--- src/rtl/core/pidc_pkg.sv ---
// ----------------------------------------------------------------------------
// pidc_pkg
// Shared widths, reset values and register indexes of the clamped PID
// controller.
// ----------------------------------------------------------------------------
package pidc_pkg;

  // fixed widths of gains, windup bound, integral sum and register index
  localparam int unsigned GAIN_W    = 16;
  localparam int unsigned WINDUP_W  = 24;
  localparam int unsigned SUM_W     = WINDUP_W + 1;
  localparam int unsigned CFG_IDX_W = 3;

  localparam logic [WINDUP_W-1:0] WINDUP_RST = 24'd65534;

  // configuration register indexes
  typedef enum logic [CFG_IDX_W-1:0] {
    CFG_TARGET = 3'd0,
    CFG_GAIN_P = 3'd1,
    CFG_GAIN_I = 3'd2,
    CFG_GAIN_D = 3'd3,
    CFG_DMAX   = 3'd4,
    CFG_DMIN   = 3'd5,
    CFG_WINDUP = 3'd6
  } cfg_idx_e;

endpackage

--- src/rtl/core/pid_controller_clamped.sv ---
// ----------------------------------------------------------------------------
// pid_controller_clamped
// Fixed-point PID controller with integral anti-windup and drive clamps.
// ----------------------------------------------------------------------------
// Usage:
//   Input channel (in_valid_i/in_ready_o) carries one signed measurement per
//   word; output channel (out_valid_o/out_ready_i) carries one clamped drive
//   per word, in order. Gains are signed Q8.8 by default. Configuration is
//   a plain write port (cfg_we_i, cfg_addr_i, cfg_wdata_i); unknown indexes
//   are ignored. Write it only while no word is in flight; it is not checked.
// Timing:
//   Five register stages: input, error/integral, products, sum, output.
//   Throughput is one word per cycle while the output is not stalled; each
//   stage holds one word and the integral/history registers update as a
//   word enters the error stage.
// Stall:
//   Each stage is free when empty or when the next one moves, so bubbles
//   collapse and the input keeps accepting until all five stages are full.
// Reset:
//   Clears the pipeline and the error history, loads the default register
//   values (drive limits at full scale, windup limit 65534).
// ----------------------------------------------------------------------------
module pid_controller_clamped #(
  parameter int unsigned DATA_WIDTH     = 16,
  parameter int unsigned GAIN_FRAC_BITS = 8
) (
  input  logic                                  clk_i,
  input  logic                                  rst_ni,
  input  logic                                  cfg_we_i,
  input  logic [pidc_pkg::CFG_IDX_W-1:0]        cfg_addr_i,
  input  logic [((DATA_WIDTH > pidc_pkg::WINDUP_W) ?
                 DATA_WIDTH : pidc_pkg::WINDUP_W)-1:0] cfg_wdata_i,
  input  logic                                  in_valid_i,
  output logic                                  in_ready_o,
  input  logic signed [DATA_WIDTH-1:0]          measured_value_i,
  output logic                                  out_valid_o,
  input  logic                                  out_ready_i,
  output logic signed [DATA_WIDTH-1:0]          drive_out_o
);
  import pidc_pkg::*;

  localparam int unsigned EW    = DATA_WIDTH + 1;
  localparam int unsigned D2W   = DATA_WIDTH + 3;
  localparam int unsigned PW    = GAIN_W + EW;
  localparam int unsigned IW    = GAIN_W + SUM_W;
  localparam int unsigned DW    = GAIN_W + D2W;
  localparam int unsigned ACC_W = ((SUM_W > D2W) ? SUM_W : D2W) + GAIN_W + 2;
  localparam int unsigned DRV_W = ACC_W - GAIN_FRAC_BITS;

  // configuration registers
  logic signed [DATA_WIDTH-1:0] target_q, dmax_q, dmin_q;
  logic signed [GAIN_W-1:0]     gain_p_q, gain_i_q, gain_d_q;
  logic        [WINDUP_W-1:0]   windup_q;

  always_ff @(posedge clk_i or negedge rst_ni) begin
    if (!rst_ni) begin
      target_q <= '0;
      gain_p_q <= '0;
      gain_i_q <= '0;
      gain_d_q <= '0;
      dmax_q   <= {1'b0, {(DATA_WIDTH-1){1'b1}}};
      dmin_q   <= {1'b1, {(DATA_WIDTH-1){1'b0}}};
      windup_q <= WINDUP_RST;
    end else if (cfg_we_i) begin
      case (cfg_idx_e'(cfg_addr_i))
        CFG_TARGET: target_q <= cfg_wdata_i[DATA_WIDTH-1:0];
        CFG_GAIN_P: gain_p_q <= cfg_wdata_i[GAIN_W-1:0];
        CFG_GAIN_I: gain_i_q <= cfg_wdata_i[GAIN_W-1:0];
        CFG_GAIN_D: gain_d_q <= cfg_wdata_i[GAIN_W-1:0];
        CFG_DMAX:   dmax_q   <= cfg_wdata_i[DATA_WIDTH-1:0];
        CFG_DMIN:   dmin_q   <= cfg_wdata_i[DATA_WIDTH-1:0];
        CFG_WINDUP: windup_q <= cfg_wdata_i[WINDUP_W-1:0];
        default: ;
      endcase
    end
  end

  // stage valids and per-stage ready
  logic v_a_q, v_b_q, v_c_q, v_d_q, v_o_q;
  logic rdy_a, rdy_b, rdy_c, rdy_d, rdy_o;

  assign rdy_o      = !v_o_q || out_ready_i;
  assign rdy_d      = !v_d_q || rdy_o;
  assign rdy_c      = !v_c_q || rdy_d;
  assign rdy_b      = !v_b_q || rdy_c;
  assign rdy_a      = !v_a_q || rdy_b;
  assign in_ready_o = rdy_a;

  always_ff @(posedge clk_i or negedge rst_ni) begin
    if (!rst_ni) begin
      v_a_q <= 1'b0;
      v_b_q <= 1'b0;
      v_c_q <= 1'b0;
      v_d_q <= 1'b0;
      v_o_q <= 1'b0;
    end else begin
      if (rdy_a) v_a_q <= in_valid_i;
      if (rdy_b) v_b_q <= v_a_q;
      if (rdy_c) v_c_q <= v_b_q;
      if (rdy_d) v_d_q <= v_c_q;
      if (rdy_o) v_o_q <= v_d_q;
    end
  end

  // input register
  logic signed [DATA_WIDTH-1:0] meas_a_q;

  always_ff @(posedge clk_i) begin
    if (in_valid_i && rdy_a) begin
      meas_a_q <= measured_value_i;
    end
  end

  // error, integral and second difference
  logic signed [EW-1:0]    err_b;
  logic signed [SUM_W-1:0] sum_b;
  logic signed [D2W-1:0]   d2_b;

  pidc_err_stage #(
    .DATA_WIDTH (DATA_WIDTH)
  ) u_err (
    .clk_i    (clk_i),
    .rst_ni   (rst_ni),
    .adv_i    (v_a_q && rdy_b),
    .meas_i   (meas_a_q),
    .target_i (target_q),
    .limit_i  (windup_q),
    .err_o    (err_b),
    .sum_o    (sum_b),
    .d2_o     (d2_b)
  );

  // gain products
  logic signed [PW-1:0] p_q;
  logic signed [IW-1:0] i_q;
  logic signed [DW-1:0] d_q;

  always_ff @(posedge clk_i) begin
    if (v_b_q && rdy_c) begin
      p_q <= PW'(gain_p_q) * PW'(err_b);
      i_q <= IW'(gain_i_q) * IW'(sum_b);
      d_q <= DW'(gain_d_q) * DW'(d2_b);
    end
  end

  // sum of terms
  logic signed [ACC_W-1:0] acc_q;

  always_ff @(posedge clk_i) begin
    if (v_c_q && rdy_d) begin
      acc_q <= ACC_W'(p_q) + ACC_W'(i_q) + ACC_W'(d_q);
    end
  end

  // floor shift and clamps, max first then min
  logic signed [DRV_W-1:0]      drive, dmax_ext, dmin_ext, drive_clamped;
  logic signed [DATA_WIDTH-1:0] out_q;

  always_comb begin
    drive    = DRV_W'(acc_q >>> GAIN_FRAC_BITS);
    dmax_ext = DRV_W'(dmax_q);
    dmin_ext = DRV_W'(dmin_q);
    drive_clamped = drive;
    if (drive_clamped > dmax_ext) begin
      drive_clamped = dmax_ext;
    end
    if (drive_clamped < dmin_ext) begin
      drive_clamped = dmin_ext;
    end
  end

  always_ff @(posedge clk_i) begin
    if (v_d_q && rdy_o) begin
      out_q <= drive_clamped[DATA_WIDTH-1:0];
    end
  end

  assign out_valid_o = v_o_q;
  assign drive_out_o = out_q;

endmodule

--- src/rtl/core/pidc_err_stage.sv ---
// ----------------------------------------------------------------------------
// pidc_err_stage
// Error, clamped integral and second difference of the error. Holds the
// controller history, which moves on only when a word enters this stage.
// ----------------------------------------------------------------------------
module pidc_err_stage #(
  parameter int unsigned DATA_WIDTH = 16
) (
  input  logic                                   clk_i,
  input  logic                                   rst_ni,
  input  logic                                   adv_i,
  input  logic signed [DATA_WIDTH-1:0]           meas_i,
  input  logic signed [DATA_WIDTH-1:0]           target_i,
  input  logic        [pidc_pkg::WINDUP_W-1:0]   limit_i,
  output logic signed [DATA_WIDTH:0]             err_o,
  output logic signed [pidc_pkg::SUM_W-1:0]      sum_o,
  output logic signed [DATA_WIDTH+2:0]           d2_o
);
  import pidc_pkg::*;

  localparam int unsigned EW    = DATA_WIDTH + 1;
  localparam int unsigned D2W   = DATA_WIDTH + 3;
  localparam int unsigned RAW_W = ((SUM_W > EW) ? SUM_W : EW) + 1;

  logic signed [SUM_W-1:0] error_sum_q, error_sum_d;
  logic signed [EW-1:0]    error_prev_q, error_prev2_q, err_d;
  logic signed [D2W-1:0]   d2_q, d2_d;
  logic signed [RAW_W-1:0] sum_raw, lim_pos, lim_neg;

  // error, integral with clamp, second difference
  always_comb begin
    err_d   = EW'(target_i) - EW'(meas_i);
    sum_raw = RAW_W'(error_sum_q) + RAW_W'(err_d);
    lim_pos = $signed({{(RAW_W-WINDUP_W){1'b0}}, limit_i});
    lim_neg = -lim_pos;
    if (sum_raw > lim_pos) begin
      error_sum_d = SUM_W'(lim_pos);
    end else if (sum_raw < lim_neg) begin
      error_sum_d = SUM_W'(lim_neg);
    end else begin
      error_sum_d = SUM_W'(sum_raw);
    end
    d2_d = D2W'(err_d) - (D2W'(error_prev_q) <<< 1) + D2W'(error_prev2_q);
  end

  // history registers
  always_ff @(posedge clk_i or negedge rst_ni) begin
    if (!rst_ni) begin
      error_sum_q   <= '0;
      error_prev_q  <= '0;
      error_prev2_q <= '0;
    end else if (adv_i) begin
      error_sum_q   <= error_sum_d;
      error_prev_q  <= err_d;
      error_prev2_q <= error_prev_q;
    end
  end

  // second difference travels with the word
  always_ff @(posedge clk_i) begin
    if (adv_i) begin
      d2_q <= d2_d;
    end
  end

  // the newest error and integral stay put while the word waits here
  assign err_o = error_prev_q;
  assign sum_o = error_sum_q;
  assign d2_o  = d2_q;

endmodule

--- config.mk ---
export PLATFORM = sky130hd
export DESIGN_NAME = pid_controller_clamped
export DESIGN_NICKNAME = d
export VERILOG_FILES = /design/src/rtl/core/pidc_pkg.sv /design/src/rtl/core/pid_controller_clamped.sv /design/src/rtl/core/pidc_err_stage.sv
export SDC_FILE = /design/constraint.sdc
export NUM_CORES = 2
export LEC_CHECK = 0
export BUFFER_PORTS_ARGS = -buffer_cell sky130_fd_sc_hd__buf_4
export CAP_MARGIN = 10
export CORE_MARGIN = 10
export CORE_UTILIZATION = 55
export CTS_BUF_LIST = sky130_fd_sc_hd__clkbuf_2
export CTS_CLUSTER_DIAMETER = 100
export DETAILED_ROUTE_END_ITERATION = 7
export GPL_TIMING_DRIVEN = 0
export PLACE_DENSITY = 0.76
export SETUP_SLACK_MARGIN = 0.15
export SYNTH_ARGS = -nofsm -noshare
export SYNTH_HDL_FRONTEND = slang
export SYNTH_SLANG_ARGS = --single-unit
--- constraint.sdc ---
create_clock -name clk_i -period 21.2 [get_ports clk_i]
set_input_delay 3.18 -clock clk_i [delete_from_list [all_inputs] [get_ports clk_i]]
set_output_delay 3.18 -clock clk_i [all_outputs]
set_load 0.005 [all_outputs]
Word-level counts from Yosys, hierarchy flattened --
Index checks and enable logic that the tools add are counted.
Storage, ports and cells: word-level logic and storage cells 69, input bits 48, output and inout port bits 18, bits in registers 387
Operators by class: multipliers 3, add/sub/neg operators 7, muxes and demuxes 4, $lt $le $gt $ge 4, eq/ne operators 6, reduce and logical (&&, ||, !) cells 23
Operators by type and width (count):
- $mux 25 | 2
- $add 42x35->43 | 1
- $add 33x41->42 | 1
- $mul 16x25->41 | 1
- $gt 35x16->1 | 1
- $lt 35x16->1 | 1
- $mul 16x19->35 | 1
- $mux 35 | 1
- $mul 16x17->33 | 1
- $add 25x17->26 | 1
- $gt 26x25->1 | 1
- $lt 26x26->1 | 1
- $neg 24->26 | 1
- $add 19x17->19 | 1
- $sub 17x18->19 | 1
- $sub 16x16->17 | 1
- $mux 16 | 1
- $reduce_and 2->1 | 7
- $eq 3x3->1 const B | 3
- $eq 3x2->1 const B | 2
- $logic_and 1x1->1 | 5
- $logic_not 1->1 | 5
- $logic_or 1x1->1 | 5
- $eq 3x1->1 const B | 1
- $logic_not 3->1 | 1

Logic depth before layout (Yosys ltp) --
word-level depth 7, mapped depth 35, mapped depth without buffers 34

Modules after synthesis --
From an unflattened synthesis, not the netlist that was laid out.
Second synthesis, totals: cells, all modules 6156, area, all modules 59480.8 um2
Modules (own cells, without submodules):
- pid_controller_clamped | area each 51016.4 um2, sequential area each 8451.9 um2, cells an instance 5187, times used 1
- pidc_err_stage | area each 8464.4 um2, sequential area each 2047.0 um2, cells an instance 969, times used 1

Worst setup path before layout --
No wires, ideal clock.
path kind reg-to-reg, start register u_err.error_sum_q[20], in the netlist u_err.sum_o[20], end register i_q[39], data pin, path buffers 2, path slack 13.962 ns, cell stages (with the launch flop) 25, arrival time 7.044 ns, setup time 0.195 ns, required time 21.005 ns, period minus slack after synthesis 7.238 ns, path through dfrtp_1 clkbuf_1 clkbuf_1 nand2_1 fa_1 fa_1 fa_1 inv_1 fa_1 fa_1 inv_1 fa_1 inv_1 ha_1 and2_1 a22o_1 o21ai_1 a21oi_1 a2111oi_0 a21oi_1 o41ai_2 nor3_1 o311ai_2 or4b_2 o311ai_0
Between the ends: longest elaborated chain between the ends 1
RTL lines:
- from (decl) | line pidc_err_stage.sv:25 | logic signed [SUM_W-1:0] error_sum_q, error_sum_d;
- from (signal assigned) | line pidc_err_stage.sv:53 | error_sum_q <= error_sum_d;
- $mul 16x25->41 | line pid_controller_clamped.sv:141 | i_q <= IW'(gain_i_q) * IW'(sum_b);
- to (signal assigned) | line pid_controller_clamped.sv:141
- to (decl) | line pid_controller_clamped.sv:135 | logic signed [IW-1:0] i_q;
Every way passes these cells. A chain may end at the register's enable or synchronous reset.

Worst setup path after layout --
start register target_q[0], end register u_err.error_sum_q[1], in the netlist u_err.sum_o[1]
Between the ends: longest elaborated chain between the ends 5, elaborated cells on any way between the ends 6, classes of those cells add/sub: 2; order compare: 2; mux: 2
RTL lines:
- from (decl) | line pid_controller_clamped.sv:51 | logic signed [DATA_WIDTH-1:0] target_q, dmax_q, dmin_q;
- from (signal assigned) | line pid_controller_clamped.sv:66 | CFG_TARGET: target_q <= cfg_wdata_i[DATA_WIDTH-1:0];
- $sub 16x16->17 (*) | line pidc_err_stage.sv:32 | err_d = EW'(target_i) - EW'(meas_i);
- via u_err.err_d[10] | line pidc_err_stage.sv:26 | logic signed [EW-1:0] error_prev_q, error_prev2_q, err_d;
- $add 25x17->26 (*) | line pidc_err_stage.sv:33 | sum_raw = RAW_W'(error_sum_q) + RAW_W'(err_d);
- $lt 26x26->1 | line pidc_err_stage.sv:38 | end else if (sum_raw < lim_neg) begin
- $mux 25 | line pidc_err_stage.sv:38
- $mux 25 (*) | line pidc_err_stage.sv:36 | if (sum_raw > lim_pos) begin
The timed path passes the listed nets; every way through them passes the cells marked *.

==> out/qor.yml <==
status:
  status: "finished clean"
place:
  gp_congestion: 0.995
  io_buffers: 63
  dpl.cell_count: 7510
  hpwl_um: 134000
  place_ws_ns: 12.43
timing:
  fmax_mhz: 111
  setup_ws_ns: 12.19
  period_share: 0.425
  hold_violations: 0
  tns_ns: 0
  worst_pin_slew_ns: 1.17
  drv_slew: 0
  setup_viol: 0
  finalCriticalPeriod_ns: 9.01
  rsz0062_at_grt: "false"
  fin_skew_ns: 0.140
  slew_headroom: 0.220
critical_path:
  reg2reg_to: "u_err.sum_o[1]"
  cp-endpoint: "u_err.sum_o[1]"
  ff2ff_setup_slack_ns: 12.19
  critPathMaxFanout: 10
  r2r_cells: 33
  start_kind: "flop"
  cp_data_arrival_time_ns: 10.03
  cp.required_ns: 22.22
  critPathLaunch: "target_q[0]"
  end_kind: "flop"
  r2r-start: "target_q[0]"
  crit_slowest_cell: "a21boi_0"
  critPathKind: "reg -> reg"
  crit_path_max_incr_delay_ns: 0.96
cts:
  clock_sinks: 379
  hold_buffers: 0
  clk_latency_ns: 1.25
  cts-htree-levels: 3
  clockRootBuffer: "clkbuf_2"
  cts_setup_buffers: 0
  max-clock-path-buffers: 3
  cts_resized: 0
  cts-buffers-inserted: 94
  clkTransAtPathRegs_ns: 0.10
  tritoncts: "done"
final_layout:
  layout-drive-gt1-share: 0.0655
  layoutNonFillerInstCount: 7691
  layout.nets: 7784
  area_growth_pct: 5.50
route:
  num_vias: 43300
  antenna_left: 0
  routed_wl_um: 162000
  drt_iter0_drc: 3888
  drt-pass1-iter-count: 8
  viasPerCell: 5.63
  drc_errors: 0
  wl_per_cell_um: 21.1
logic_synthesis:
  synth-edff-count: 195
  ys_ff_latch: 379
  synthCells: 6051
  synth_top_area_frac: 0.350
  yosysSeqAreaShare: 0.179
  synth_area_per_cell_um2: 9.69
  yosys-top-cells-area: "fa_1 35%, ha_1 10%, edfxtp_1 10%"
  ys.flop_type: "edfxtp_1"
  yosysTopAreaCell: "fa_1"
  syn_nets: 7618
  syn_area_mm2: 0.0587
  ys_types: 84
  ys_warn_count: 0
  synthArstFlopShare: 0.485
floorplan:
  start_util: 0.556
  die_h_um: 347
  core_mm2: 0.106
  rows: 119
  io_pins: 66
  dieArea_mm2: 0.120
  dieWidth_um: 347
global_routing:
  antenna_found_initial: 14
  grt_max_degree: 99
  grt_first_pass_wirelength_um: 257000
  grt_pass1_vias: 45700
  grt_usage: 0.274
  overflow: 0
min_path:
  hp-class: "reg -> reg"
flow_run:
  maxCapViolations: 0
==> Yosys cell counts (all sizes together), types with 56 or more instances <==
cell type,count
a21o,110
and2,378
clkbuf,208
fa,1027
o21ai,165
inv,1250
mux2,120
a21oi,148
xnor2,152
nand2,719
edfxtp,195
nand3,69
nor3,56
ha,492
dfrtp,153
nor2,192
==> layer usage <==
layer	vias to the layer above	GRT usage	part of all wire
met4	4	0.109	0.045
met3	390	0.0696	0.11
met1	21500	0.363	0.40
met2	2007	0.430	0.45
met5	-	0	0.00017
li1	19400	-	-
==> stage by stage <==
step	cell area (um2)	hold WS (ns)	util
after floorplan	58700	0.449	-
after global placement	60900	0.465	0.577
after detailed placement	61000	0.479	0.578
after CTS	61900	0.498	0.586
after global routing	61900	0.527	0.586
final	61900	0.498	0.586
==> flip-flops by register name, summed over array words and instances, names as in the netlist, 17 cells and up <==
register             count
acc_q                   35
u_err.error_prev2_q     17
i_q                     41
u_err.err_o             17
u_err.d2_o              19
windup_q                24
p_q                     33
d_q                     35
u_err.sum_o             25
==> cell usage in the layout, fill, tap and decap left out, types with 12 or more instances in the layout <==
cell type	n
clkinv_1	29
fa_1	1027
o21ai_0	162
dfrtp_1	153
mux2_2	119
o211ai_1	34
a31oi_1	21
and3_1	25
a21boi_0	20
dfstp_2	31
or3_1	21
xor2_1	47
nor2_1	192
edfxtp_1	195
o21bai_1	19
nand2_1	718
nand2b_1	43
nor3_1	54
nand3_1	68
mux2i_1	24
xnor2_1	152
o31a_1	17
nand4b_1	18
a21o_1	110
buf_4	64
ha_1	492
o211a_1	12
clkbuf_2	131
a211oi_1	33
clkbuf_1	207
nor2b_1	41
inv_1	1249
o21a_1	28
and2_1	377
a21oi_1	146
nand4_1	47
==> worst min-delay path by stage <==
stage,start,to,slack (ns),cells past startpoint
floorplan,v_b_q,v_c_q,0.45,1
finish,v_b_q,v_c_q,0.50,1
detailed placement,v_b_q,v_c_q,0.48,1
global placement,v_b_q,v_c_q,0.47,1
CTS,v_b_q,v_c_q,0.50,1
global route,v_b_q,v_c_q,0.53,1
==> critical path, delay by kind of cell, from the launching register on <==
family	cells	cell delay (ns)
AO/OA/AOI/OAI	19	5.61
adder cells (fa/ha/maj)	4	1.16
flip-flops	1	0.37
XOR/XNOR	1	0.30
AND/OR/NAND/NOR	6	0.70
buffers and inverters	2	0.41
multiplexers	1	0.29
==> kinds of logic (layout without fill, tap and decap cells) <==
family,after synthesis,in the layout,share of synthesized area
compound gates,696,696,0.0786
xor+xnor,199,199,0.0297
fa+ha+maj,1520,1520,0.456
buf+inv,1469,1711,0.0943
flops,379,379,0.179
mux,144,144,0.0271
other cells,0,7,0
simple gates,1644,1644,0.136
==> final cells by class <==
cell class / count / area [um2]
Fill cell: 9022 / 43700
Multi-Input combinational cell: 4203 / 42600
Sequential cell: 379 / 10500
Inverter: 1250 / 4690
Tap cell: 1391 / 1740
Buffer: 219 / 843
Clock buffer: 129 / 646
Timing Repair Buffer: 70 / 594
Clock inverter: 43 / 216
Antenna cell: 7 / 17.5
Power is left out: the tool's default activity adds up to more than one toggle a clock period on the data nets, which glitch-free logic cannot reach.
